**src/wsdf_pkg.sv**
```systemverilog
// ----------------------------------------------------------------------------
// wsdf_pkg
// Shared types and constants for the WebSocket frame deframer.
// ----------------------------------------------------------------------------
`default_nettype none

package wsdf_pkg;

  // Width of the kept payload length; longer 64-bit lengths lose upper bits.
  localparam int unsigned LENGTH_BITS = 32;

  // Short length codes in the second header byte.
  localparam logic [6:0] LEN_EXT16 = 7'd126;
  localparam logic [6:0] LEN_EXT64 = 7'd127;

  // Extended length byte counts (EXT64 completes when the 3-bit count wraps).
  localparam logic [2:0] EXT16_BYTES = 3'd2;
  localparam logic [2:0] EXT64_DONE  = 3'd0;

  typedef enum logic [2:0] {
    PH_HDR0  = 3'd0,
    PH_HDR1  = 3'd1,
    PH_EXT16 = 3'd2,
    PH_EXT64 = 3'd3,
    PH_MASK  = 3'd4,
    PH_DATA  = 3'd5
  } phase_t;

  typedef struct packed {
    logic [7:0] payload_byte;
    logic [3:0] frame_opcode;
    logic       fin_flag;
    logic [2:0] reserved_bits;
    logic       last_of_frame;
    logic       empty_frame;
  } res_t;

endpackage

`default_nettype wire

```
**src/websocket_frame_deframer_top.sv**
```systemverilog
// ----------------------------------------------------------------------------
// websocket_frame_deframer_top
// Byte-serial WebSocket frame deframer: parses headers, unmasks payload.
// ----------------------------------------------------------------------------
//  channel   direction  handshake          payload
//  in_       input      in_valid/in_stall  in_byte[7:0]
//  out_      output     out_valid/out_stall payload_byte, frame_opcode, fin_flag,
//                                           reserved_bits, last_of_frame, empty_frame
//
//  One byte is taken per cycle while in_stall is low; each byte gives zero or one result beat.
//  Each result is registered in the output stage (main or skid) before it appears.
//  A two-entry output stage (main + skid) lets input run while one result
//  waits; in_stall is registered and rises only when the skid entry is full.
//  Reset (rst_n low, synchronous) returns the parser to the first header byte.
// ----------------------------------------------------------------------------
`default_nettype none

module websocket_frame_deframer_top (
  input  wire logic       clk,
  input  wire logic       rst_n,
  input  wire logic       in_valid,
  output      logic       in_stall,
  input  wire logic [7:0] in_byte,
  output      logic       out_valid,
  input  wire logic       out_stall,
  output      logic [7:0] out_payload_byte,
  output      logic [3:0] out_frame_opcode,
  output      logic       out_fin_flag,
  output      logic [2:0] out_reserved_bits,
  output      logic       out_last_of_frame,
  output      logic       out_empty_frame
);

  localparam int unsigned LB = wsdf_pkg::LENGTH_BITS;

  wsdf_pkg::phase_t phase_r, phase_nxt;
  logic [2:0]    hdr_cnt_r, hdr_cnt_nxt;
  logic [LB-1:0] rem_r, rem_nxt;
  logic [31:0]   key_r, key_nxt;
  logic [1:0]    pos_r, pos_nxt;
  logic          mask_en_r, mask_en_nxt;
  logic [3:0]    opcode_r, opcode_nxt;
  logic          fin_r, fin_nxt;
  logic [2:0]    rsv_r, rsv_nxt;

  wsdf_pkg::res_t main_r, skid_r, res;
  logic           main_vld_r, skid_vld_r;
  logic           res_vld;

  logic          accept, out_take;
  logic [2:0]    cnt_inc;
  logic [LB-1:0] ext_rem, len_val, rem_dec, len7_ext;
  logic          len_known, mask_new, mask_done, hdr_end, empty_hit;
  logic [4:0]    key_shamt;
  logic [31:0]   key_shifted;

  assign accept   = in_valid && !in_stall;
  assign out_take = main_vld_r && !out_stall;
  assign in_stall = skid_vld_r;

  // ---------------- decode shared by state and result logic ----------------
  assign cnt_inc     = hdr_cnt_r + 3'd1;
  assign ext_rem     = {rem_r[LB-9:0], in_byte};
  assign rem_dec     = rem_r - {{(LB-1){1'b0}}, 1'b1};
  assign len7_ext    = {{(LB-7){1'b0}}, in_byte[6:0]};
  assign key_shamt   = {~pos_r, 3'b000};
  assign key_shifted = key_r >> key_shamt;

  always_comb begin
    len_known = 1'b0;
    len_val   = rem_r;
    mask_new  = mask_en_r;
    mask_done = 1'b0;
    unique case (phase_r)
      wsdf_pkg::PH_HDR1: begin
        len_known = (in_byte[6:0] != wsdf_pkg::LEN_EXT16) &&
                    (in_byte[6:0] != wsdf_pkg::LEN_EXT64);
        len_val   = len7_ext;
        mask_new  = in_byte[7];
      end
      wsdf_pkg::PH_EXT16: begin
        len_known = (cnt_inc == wsdf_pkg::EXT16_BYTES);
        len_val   = ext_rem;
      end
      wsdf_pkg::PH_EXT64: begin
        len_known = (cnt_inc == wsdf_pkg::EXT64_DONE);
        len_val   = ext_rem;
      end
      wsdf_pkg::PH_MASK: begin
        mask_done = cnt_inc[2];
      end
      default: begin
      end
    endcase
  end

  assign hdr_end   = (len_known && !mask_new) || mask_done;
  assign empty_hit = hdr_end && (len_val == '0);

  // ---------------- next state ----------------
  always_comb begin
    phase_nxt   = phase_r;
    hdr_cnt_nxt = hdr_cnt_r;
    rem_nxt     = rem_r;
    key_nxt     = key_r;
    pos_nxt     = pos_r;
    mask_en_nxt = mask_en_r;
    opcode_nxt  = opcode_r;
    fin_nxt     = fin_r;
    rsv_nxt     = rsv_r;
    if (accept) begin
      unique case (phase_r)
        wsdf_pkg::PH_HDR1: begin
          mask_en_nxt = in_byte[7];
          hdr_cnt_nxt = '0;
          rem_nxt     = len_known ? len7_ext : '0;
          if (in_byte[6:0] == wsdf_pkg::LEN_EXT16) begin
            phase_nxt = wsdf_pkg::PH_EXT16;
          end else if (in_byte[6:0] == wsdf_pkg::LEN_EXT64) begin
            phase_nxt = wsdf_pkg::PH_EXT64;
          end else if (in_byte[7]) begin
            key_nxt   = '0;
            phase_nxt = wsdf_pkg::PH_MASK;
          end else begin
            pos_nxt   = '0;
            phase_nxt = empty_hit ? wsdf_pkg::PH_HDR0 : wsdf_pkg::PH_DATA;
          end
        end
        wsdf_pkg::PH_EXT16, wsdf_pkg::PH_EXT64: begin
          rem_nxt     = ext_rem;
          hdr_cnt_nxt = cnt_inc;
          if (len_known) begin
            hdr_cnt_nxt = '0;
            if (mask_en_r) begin
              key_nxt   = '0;
              phase_nxt = wsdf_pkg::PH_MASK;
            end else begin
              pos_nxt   = '0;
              phase_nxt = empty_hit ? wsdf_pkg::PH_HDR0 : wsdf_pkg::PH_DATA;
            end
          end
        end
        wsdf_pkg::PH_MASK: begin
          key_nxt     = {key_r[23:0], in_byte};
          hdr_cnt_nxt = cnt_inc;
          if (mask_done) begin
            hdr_cnt_nxt = '0;
            pos_nxt     = '0;
            phase_nxt   = empty_hit ? wsdf_pkg::PH_HDR0 : wsdf_pkg::PH_DATA;
          end
        end
        wsdf_pkg::PH_DATA: begin
          pos_nxt = pos_r + 2'd1;
          rem_nxt = rem_dec;
          if (rem_dec == '0) begin
            phase_nxt = wsdf_pkg::PH_HDR0;
          end
        end
        default: begin
          fin_nxt     = in_byte[7];
          rsv_nxt     = in_byte[6:4];
          opcode_nxt  = in_byte[3:0];
          hdr_cnt_nxt = '0;
          phase_nxt   = wsdf_pkg::PH_HDR1;
        end
      endcase
    end
  end

  // ---------------- result beat ----------------
  always_comb begin
    res.frame_opcode  = opcode_r;
    res.fin_flag      = fin_r;
    res.reserved_bits = rsv_r;
    res.payload_byte  = '0;
    res.last_of_frame = 1'b0;
    res.empty_frame   = 1'b0;
    res_vld           = 1'b0;
    if (accept) begin
      if (phase_r == wsdf_pkg::PH_DATA) begin
        res_vld           = 1'b1;
        res.payload_byte  = in_byte ^ (mask_en_r ? key_shifted[7:0] : 8'h00);
        res.last_of_frame = (rem_dec == '0);
      end else if (empty_hit) begin
        res_vld           = 1'b1;
        res.last_of_frame = 1'b1;
        res.empty_frame   = 1'b1;
      end
    end
  end

  // ---------------- state registers ----------------
  always_ff @(posedge clk) begin
    if (!rst_n) begin
      phase_r   <= wsdf_pkg::PH_HDR0;
      hdr_cnt_r <= '0;
      rem_r     <= '0;
      key_r     <= '0;
      pos_r     <= '0;
      mask_en_r <= 1'b0;
      opcode_r  <= '0;
      fin_r     <= 1'b0;
      rsv_r     <= '0;
    end else begin
      phase_r   <= phase_nxt;
      hdr_cnt_r <= hdr_cnt_nxt;
      rem_r     <= rem_nxt;
      key_r     <= key_nxt;
      pos_r     <= pos_nxt;
      mask_en_r <= mask_en_nxt;
      opcode_r  <= opcode_nxt;
      fin_r     <= fin_nxt;
      rsv_r     <= rsv_nxt;
    end
  end

  // ---------------- output stage: main register plus skid ----------------
  always_ff @(posedge clk) begin
    if (!rst_n) begin
      main_vld_r <= 1'b0;
      skid_vld_r <= 1'b0;
    end else if (skid_vld_r) begin
      // input is stalled; drain skid into main once main is taken
      if (out_take) begin
        skid_vld_r <= 1'b0;
      end
    end else if (res_vld) begin
      if (main_vld_r && !out_take) begin
        skid_vld_r <= 1'b1;
      end else begin
        main_vld_r <= 1'b1;
      end
    end else if (out_take) begin
      main_vld_r <= 1'b0;
    end
  end

  always_ff @(posedge clk) begin
    if (skid_vld_r) begin
      if (out_take) begin
        main_r <= skid_r;
      end
    end else if (res_vld) begin
      if (main_vld_r && !out_take) begin
        skid_r <= res;
      end else begin
        main_r <= res;
      end
    end
  end

  assign out_valid         = main_vld_r;
  assign out_payload_byte  = main_r.payload_byte;
  assign out_frame_opcode  = main_r.frame_opcode;
  assign out_fin_flag      = main_r.fin_flag;
  assign out_reserved_bits = main_r.reserved_bits;
  assign out_last_of_frame = main_r.last_of_frame;
  assign out_empty_frame   = main_r.empty_frame;

  // ---------------- assertions ----------------
  a_skid_needs_main: assert property (@(posedge clk) disable iff (!rst_n)
    skid_vld_r |-> main_vld_r)
    else $error("skid entry held while main register empty");

  a_data_len_nonzero: assert property (@(posedge clk) disable iff (!rst_n)
    (phase_r == wsdf_pkg::PH_DATA) |-> (rem_r != '0))
    else $error("payload phase with zero remaining length");

  a_mask_cnt_range: assert property (@(posedge clk) disable iff (!rst_n)
    (phase_r == wsdf_pkg::PH_MASK) |-> !hdr_cnt_r[2])
    else $error("mask key byte count out of range");

  a_empty_is_last: assert property (@(posedge clk) disable iff (!rst_n)
    (res_vld && res.empty_frame) |-> (res.last_of_frame && phase_r != wsdf_pkg::PH_DATA))
    else $error("empty marker not marked last or raised in payload phase");

  a_skid_fill: assert property (@(posedge clk) disable iff (!rst_n)
    (!skid_vld_r && res_vld && main_vld_r && out_stall) |=> skid_vld_r)
    else $error("result lost while output stalled");

endmodule

`default_nettype wire
```
**config.mk**
```make
export PLATFORM = sky130hd
export DESIGN_NAME = websocket_frame_deframer_top
export DESIGN_NICKNAME = d
export VERILOG_FILES = /design/src/wsdf_pkg.sv /design/src/websocket_frame_deframer_top.sv
export SDC_FILE = /design/constraint.sdc
export NUM_CORES = 1
export LEC_CHECK = 0
export ABC_AREA = 1
export BUFFER_PORTS_ARGS = -buffer_cell sky130_fd_sc_hd__buf_2
export CAP_MARGIN = 30
export CORE_MARGIN = 5
export CORE_UTILIZATION = 55
export CTS_BUF_LIST = sky130_fd_sc_hd__clkbuf_4
export DETAILED_ROUTE_END_ITERATION = 6
export PLACE_DENSITY = 0.84
export SLEW_MARGIN = 40
export SYNTH_ARGS = -nofsm -noshare
export SYNTH_HDL_FRONTEND = slang
export SYNTH_SLANG_ARGS = --single-unit
export TNS_END_PERCENT = 100
```
**constraint.sdc**
```tcl
create_clock -name clk -period 3.3 [get_ports clk]
set_input_delay 0.165 -clock clk [delete_from_list [all_inputs] [get_ports clk]]
set_output_delay 0.165 -clock clk [all_outputs]
set_load 0.005 [all_outputs]
```
**Word-level counts from Yosys, hierarchy flattened**

Cells that the tools add are included.

- Bits in registers: 119
- Input bits: 12
- Output and inout port bits: 20
- Logic and storage cells: 136

- $add $sub $neg: 3
- Equal/unequal tests: 22
- Shift operators: 1
- Mux-type cells: 52
- Bitwise operators: 5
- Reduce and logical (&&, ||, !) cells: 30

Operators by type and width:

| kind | count |
|---|---|
| one-hot mux 32 bit (3 select lines) | 2 |
| 2-to-1 mux 32 bit | 5 |
| 2-to-1 mux 18 bit | 4 |
| zero test 32 bit | 2 |
| one-hot mux 32 bit (2 select lines) | 1 |
| >> shifter 32 x 5 -> 8 bit | 1 |
| subtractor 32 x 1 -> 32 bit, second input constant | 1 |
| 2-to-1 mux 3 bit | 10 |
| 2-to-1 mux 8 bit | 3 |
| != test 2 bit, second input constant | 9 |
| 2-to-1 mux 2 bit | 8 |
| equality test 7 bit, second input constant | 2 |
| 2-to-1 mux 1 bit | 14 |
| != test 7 bit, second input constant | 2 |
| one-hot mux 3 bit (4 select lines) | 1 |
| equality test 3 x 2 -> 1 bit, second input constant | 3 |
| one-hot mux 3 bit (3 select lines) | 1 |
| AND reduction 3 bit | 3 |
| one-hot mux 2 bit (4 select lines) | 1 |
| AND reduction 8 bit | 1 |
| XOR 8 bit | 1 |
| 2-to-1 mux 7 bit | 1 |
| AND reduction 7 bit | 1 |
| equality test 3 bit, second input constant | 2 |
| other kinds (18) | 34 |

**Longest topological paths before layout**

- Word-level depth: 12
- Depth in mapped cells: 18

**Worst setup path before layout**

Ideal clock, no wire load.

- Path kind: register -> register
- Start: register phase_r[2]
- End: register main_r (netlist bit out_empty_frame) (enable)
- Setup time: 0.373 ns
- Arrival time: 2.074 ns
- Data required time: 2.927 ns
- Setup slack: 0.853 ns
- Stages on the path, launching flop included: 15
- Cell sequence: dfxtp_1 inv_1 ha_1 clkbuf_1 nand2_1 nand4_1 nor2_1 nand2_1 nor2_1 nand3_1 nor2_1 nor2_1 o21ai_0 nand2_1 inv_1

- Cells in the longest elaborated chain, start to end: 11
- Elaborated cells on any way between the ends: 20
- Classes of those cells: 5 x eq/ne; 7 x mux; 8 x reduce/logical

RTL lines:

| item | RTL line | RTL |
|---|---|---|
| from (decl) | websocket_frame_deframer_top.sv:36 | `wsdf_pkg::phase_t phase_r, phase_nxt;` |
| from (signal assigned) | websocket_frame_deframer_top.sv:195 | `phase_r <= wsdf_pkg::PH_HDR0;` |
| from (signal assigned) | websocket_frame_deframer_top.sv:205 | `phase_r <= phase_nxt;` |
| branches (longest 7 deep; another with one-hot mux 32 bit (2 select lines)) | - |  |
| 2-to-1 mux 1 bit (*) | websocket_frame_deframer_top.sv:180 | `if (phase_r == wsdf_pkg::PH_DATA) begin` |
| 2-to-1 mux 1 bit (*) | websocket_frame_deframer_top.sv:179 | `if (accept) begin` |
| nonzero test 2 bit (no source line) (*) | - |  |
| AND reduction 3 bit (no source line) (*) | - |  |
| to (signal assigned) | websocket_frame_deframer_top.sv:241 | `main_r <= skid_r;` |
| to (signal assigned) | websocket_frame_deframer_top.sv:247 | `main_r <= res;` |
| to (decl) | websocket_frame_deframer_top.sv:46 | `wsdf_pkg::res_t main_r, skid_r, res;` |

Every way passes the cells marked *.
A chain may end at the register's enable or synchronous reset.

**Final worst setup path**

- Start: register phase_r[2]
- End: register key_r[8]

- Cells in the longest elaborated chain, start to end: 4
- Elaborated cells on any way between the ends: 14
- Classes of those cells: 9 x eq/ne; 2 x mux; 3 x reduce/logical

RTL lines:

| item | RTL line | RTL |
|---|---|---|
| equality test 3 x 2 -> 1 bit / equality test 3 x 1 -> 1 bit (equally long branches) | websocket_frame_deframer_top.sv:74, websocket_frame_deframer_top.sv:112 |  |
| one-hot mux 1 bit (3 select lines) / OR reduction 2 bit (equally long branches) | - |  |
| != test 2 x 1 -> 1 bit (no source line) / nonzero test 3 bit (equally long branches) | - |  |
| AND reduction 7 bit (no source line) | - |  |
| to (signal assigned) | websocket_frame_deframer_top.sv:208 | `key_r <= key_nxt;` |
| to (decl) | websocket_frame_deframer_top.sv:39 | `logic [31:0] key_r, key_nxt;` |

Parallel ways exist; a longest one is shown, timed or not.

==> impl_metrics.json <==
{
  "ant_nets": 0,
  "first_pass_iters": 5,
  "die_h_um": 118.3,
  "core_area_um2": 11470,
  "worst_slew_pin_slew_ps": 713.3,
  "seq_area_frac_synth": 0.4252,
  "final.setup_skew_ps": 17.61,
  "cp-start-kind": "flop",
  "max_cap_viol_count": 0,
  "syn2layout_area_growth_pct": 9.913,
  "endpoint_kind": "flop",
  "antenna_found_initial": 1,
  "die_x_um": 118.3,
  "synth_cells": 922,
  "track_usage": 0.2319,
  "maxSlewHeadroom": 0.5234,
  "final-hold-violation-count": 0,
  "power_switching_mw": 1.110,
  "reg2reg_depth": 11,
  "wl_met1_mm": 7.325,
  "cts_tree": "built",
  "peakVddDrop_mv": 0.2992,
  "dp.cells": 1067,
  "top_layer_used": "met4",
  "rsz0062_at_grt": "no",
  "final_cell_count_no_fill": 1109,
  "path_max_fanout": 33,
  "setup_viol": 0,
  "place_area_um2": 6714,
  "grt_pass1_wl_mm": 26.91,
  "vias": 6144,
  "cts_max_level": 4,
  "required_ps": 3770,
  "final_area_um2": 7089,
  "drt-total-wl_mm": 16.29,
  "ys_warn_count": 0,
  "drc": 0,
  "drive_gt1_frac": 0.1109,
  "worst-setup-path-type": "reg -> reg",
  "syn_area_um2": 6450,
  "tns_ps": 0,
  "routed_via_density": 5.540,
  "max_freq_mhz": 362.4,
  "drt_iter0_markers": 621,
  "synth-seq-cells": 119,
  "finalCritPeriodShare": 0.8363,
  "hold_depth": 4,
  "clkSinkCount": 119,
  "hpwlAfterDp_mm": 11.21,
  "final_util": 0.6182,
  "clk_latency_ps": 550,
  "power_density_nw_per_um2": 473.2,
  "p_int_mw": 2.244,
  "hold_end": "opcode_r[2]",
  "power_frac_clock": 0.310,
  "overflow": 0,
  "rr_startpoint": "phase_r[2]",
  "hold_path.class": "in -> reg",
  "dr_wl_met2_mm": 7.400,
  "finalHoldWorstSlack_ps": 182.6,
  "drv_slew": 0,
  "reg2reg_to": "key_r[8]",
  "grt_pass1_vias": 5515,
  "power_frac_seq": 0.479,
  "switching_share": 0.3310,
  "wire_per_inst_um": 14.68,
  "numCtsBuffers": 17,
  "comb_power_share": 0.211,
  "fp-row-count": 39,
  "pin_count": 32,
  "grt_start_max_net_pins": 47,
  "status": "finished, final reports clean",
  "fill_cells": 1030,
  "clockBufferDepth": 2,
  "p_leak_nw": 2.833,
  "critical_path_arrival_ps": 3230,
  "initial_core_util": 0.5625,
  "synth_nets": 941,
  "min_from": "rst_n",
  "post_cts_buffers": 0,
  "wl_met3_mm": 1.299,
  "fin_crit_ps": 2760,
  "cts_root_buf": "clkbuf_4",
  "nNetsFinal": 971,
  "avgSynthCellArea_um2": 6.996,
  "gp_congestion": 0.9701,
  "rrSetupSlack_ps": 540,
  "port_buffers": 31,
  "dieArea_um2": 13990,
  "synth.distinct_cells": 33,
  "clk_pin_slew_ps": 110
}
[power by group through the flow]
stage	Sequential, mW	Clock (mW)	Combinational, mW
after floorplan	1.62	0	0.542
after global placement	1.64	0	0.677
after detailed placement	1.64	0	0.685
after CTS	1.60	1.05	0.697
after global routing	1.61	1.12	0.792
final	1.61	1.04	0.709
[stage by stage]
stage	total power, mW	setup slack [ps]
global placement	2.314	477.5
finish	3.355	540.3
floorplan	2.158	853.1
global route	3.528	288.9
detailed placement	2.322	349.9
CTS	3.352	310.3
[synth_stat cells, drive strengths merged]
cell type	number	area (um2)
o21ai	83	415.4
xor2	13	113.9
nand4	14	87.58
nand3	67	345.3
buf	15	86.33
a31oi	29	181.4
inv	73	274.0
xnor2	3	26.28
nor2	132	559.3
o211ai	2	15.01
ha	7	87.58
o22ai	9	56.30
a21oi	45	225.2
nor3	3	15.01
nand3b	2	15.01
clkbuf	26	97.59
clkinv	3	11.26
dfxtp	83	1662
o21a	1	7.510
nor4	1	12.51
o2111ai	1	8.760
nand2	274	1066
edfxtp	36	1081
[how the worst max path moves through the flow]
stage | start | end | slack (ps) | cells past startpoint
4_1_cts | phase_r[2] | key_r[8] | 310 | 11
3_3_place_gp | phase_r[2] | key_r[12] | 480 | 11
5_1_grt | phase_r[2] | key_r[29] | 290 | 11
6_report | phase_r[2] | key_r[8] | 540 | 11
2_1_floorplan | phase_r[2] | out_empty_frame | 850 | 14
3_5_place_dp | phase_r[2] | key_r[8] | 350 | 11
[kinds of logic after synthesis]
logic type                 count (synthesis)  share of synthesized area
AOI/OAI and AO/OA                        170                     0.1410
xor gates and xnor gates                  16                    0.02173
adders and majority gates                  7                    0.01358
buffers and inverters                    117                    0.07274
DFF                                      119                     0.4252
and+or+nand+nor                          493                     0.3257
[registers in the layout (all words and copies together) (netlist names), 4 cells and up]
name and cells:
rem_r 32, out_payload_byte 8, opcode_r 4, skid_r 18
key_r 32, out_frame_opcode 4
[cell usage in the layout, fill, tap and decap left out, types with 2 or more instances in the layout]
| cell | synthesis | layout |
|---|---|---|
| ha_1 | 7 | 6 |
| nor2_1 | 118 | 118 |
| o21ai_0 | 76 | 76 |
| clkbuf_4 | 0 | 20 |
| bufinv_16 | 0 | 2 |
| a31oi_1 | 29 | 29 |
| clkinv_4 | 0 | 2 |
| nand3b_1 | 2 | 2 |
| clkinvlp_4 | 0 | 4 |
| clkinv_2 | 0 | 2 |
| nand3_2 | 2 | 2 |
| nor2_2 | 10 | 10 |
| nand2_1 | 263 | 263 |
| xor2_1 | 13 | 13 |
| dfxtp_1 | 83 | 83 |
| edfxtp_1 | 36 | 36 |
| inv_1 | 70 | 70 |
| buf_2 | 6 | 31 |
| buf_4 | 0 | 11 |
| o21ai_1 | 7 | 7 |
| nand2_4 | 2 | 2 |
| o211ai_1 | 2 | 2 |
| clkinv_1 | 3 | 4 |
| nand4_1 | 14 | 14 |
| a21oi_1 | 45 | 44 |
| nand3_1 | 65 | 65 |
| o22ai_1 | 9 | 9 |
| nand2_2 | 9 | 9 |
| nor2_4 | 3 | 3 |
| dlygate4sd3_1 | 0 | 9 |
| xnor2_1 | 3 | 3 |
| nor3_1 | 3 | 3 |
| inv_2 | 3 | 3 |
[layer usage]
metal,vias to the layer above,global-route usage
met1,2744,0.3248
met5,-,0
li1,3109,-
met4,0,0.07527
met3,24,0.05253
met2,267,0.3562
[critical path, stage by stage (launching register included)]
cell and delay, ps:
dfxtp_1 370, inv_1 150, ha_2 430, inv_1 210, nand2_1 160, a21oi_1 80
nor4_2 240, nand2_2 70, buf_4 240, inv_2 420, nand3_1 140, a21oi_1 160
[repair_timing]
item | in CTS | in global routing
hold buffers | 9 | 0
resized for setup | 0 | 1
setup endpoints to repair | 0 | 7
endpoints found under the hold margin | 18 | 0
[layout make-up]
type / count / area [um2] / share of cell area
multi-input cells: 686 / 3252 / 0.4587
flip-flops and latches: 119 / 2743 / 0.3869
repair buffers: 52 / 347.8 / 0.04906
inverters: 76 / 285.3 / 0.04024
well taps: 143 / 178.9 / 0.02524
clock buffers: 20 / 150.1 / 0.02118
clock inverters: 12 / 130.1 / 0.01836
diodes: 1 / 2.502 / 0.0003530
Power figures use the tool's default switching activity.
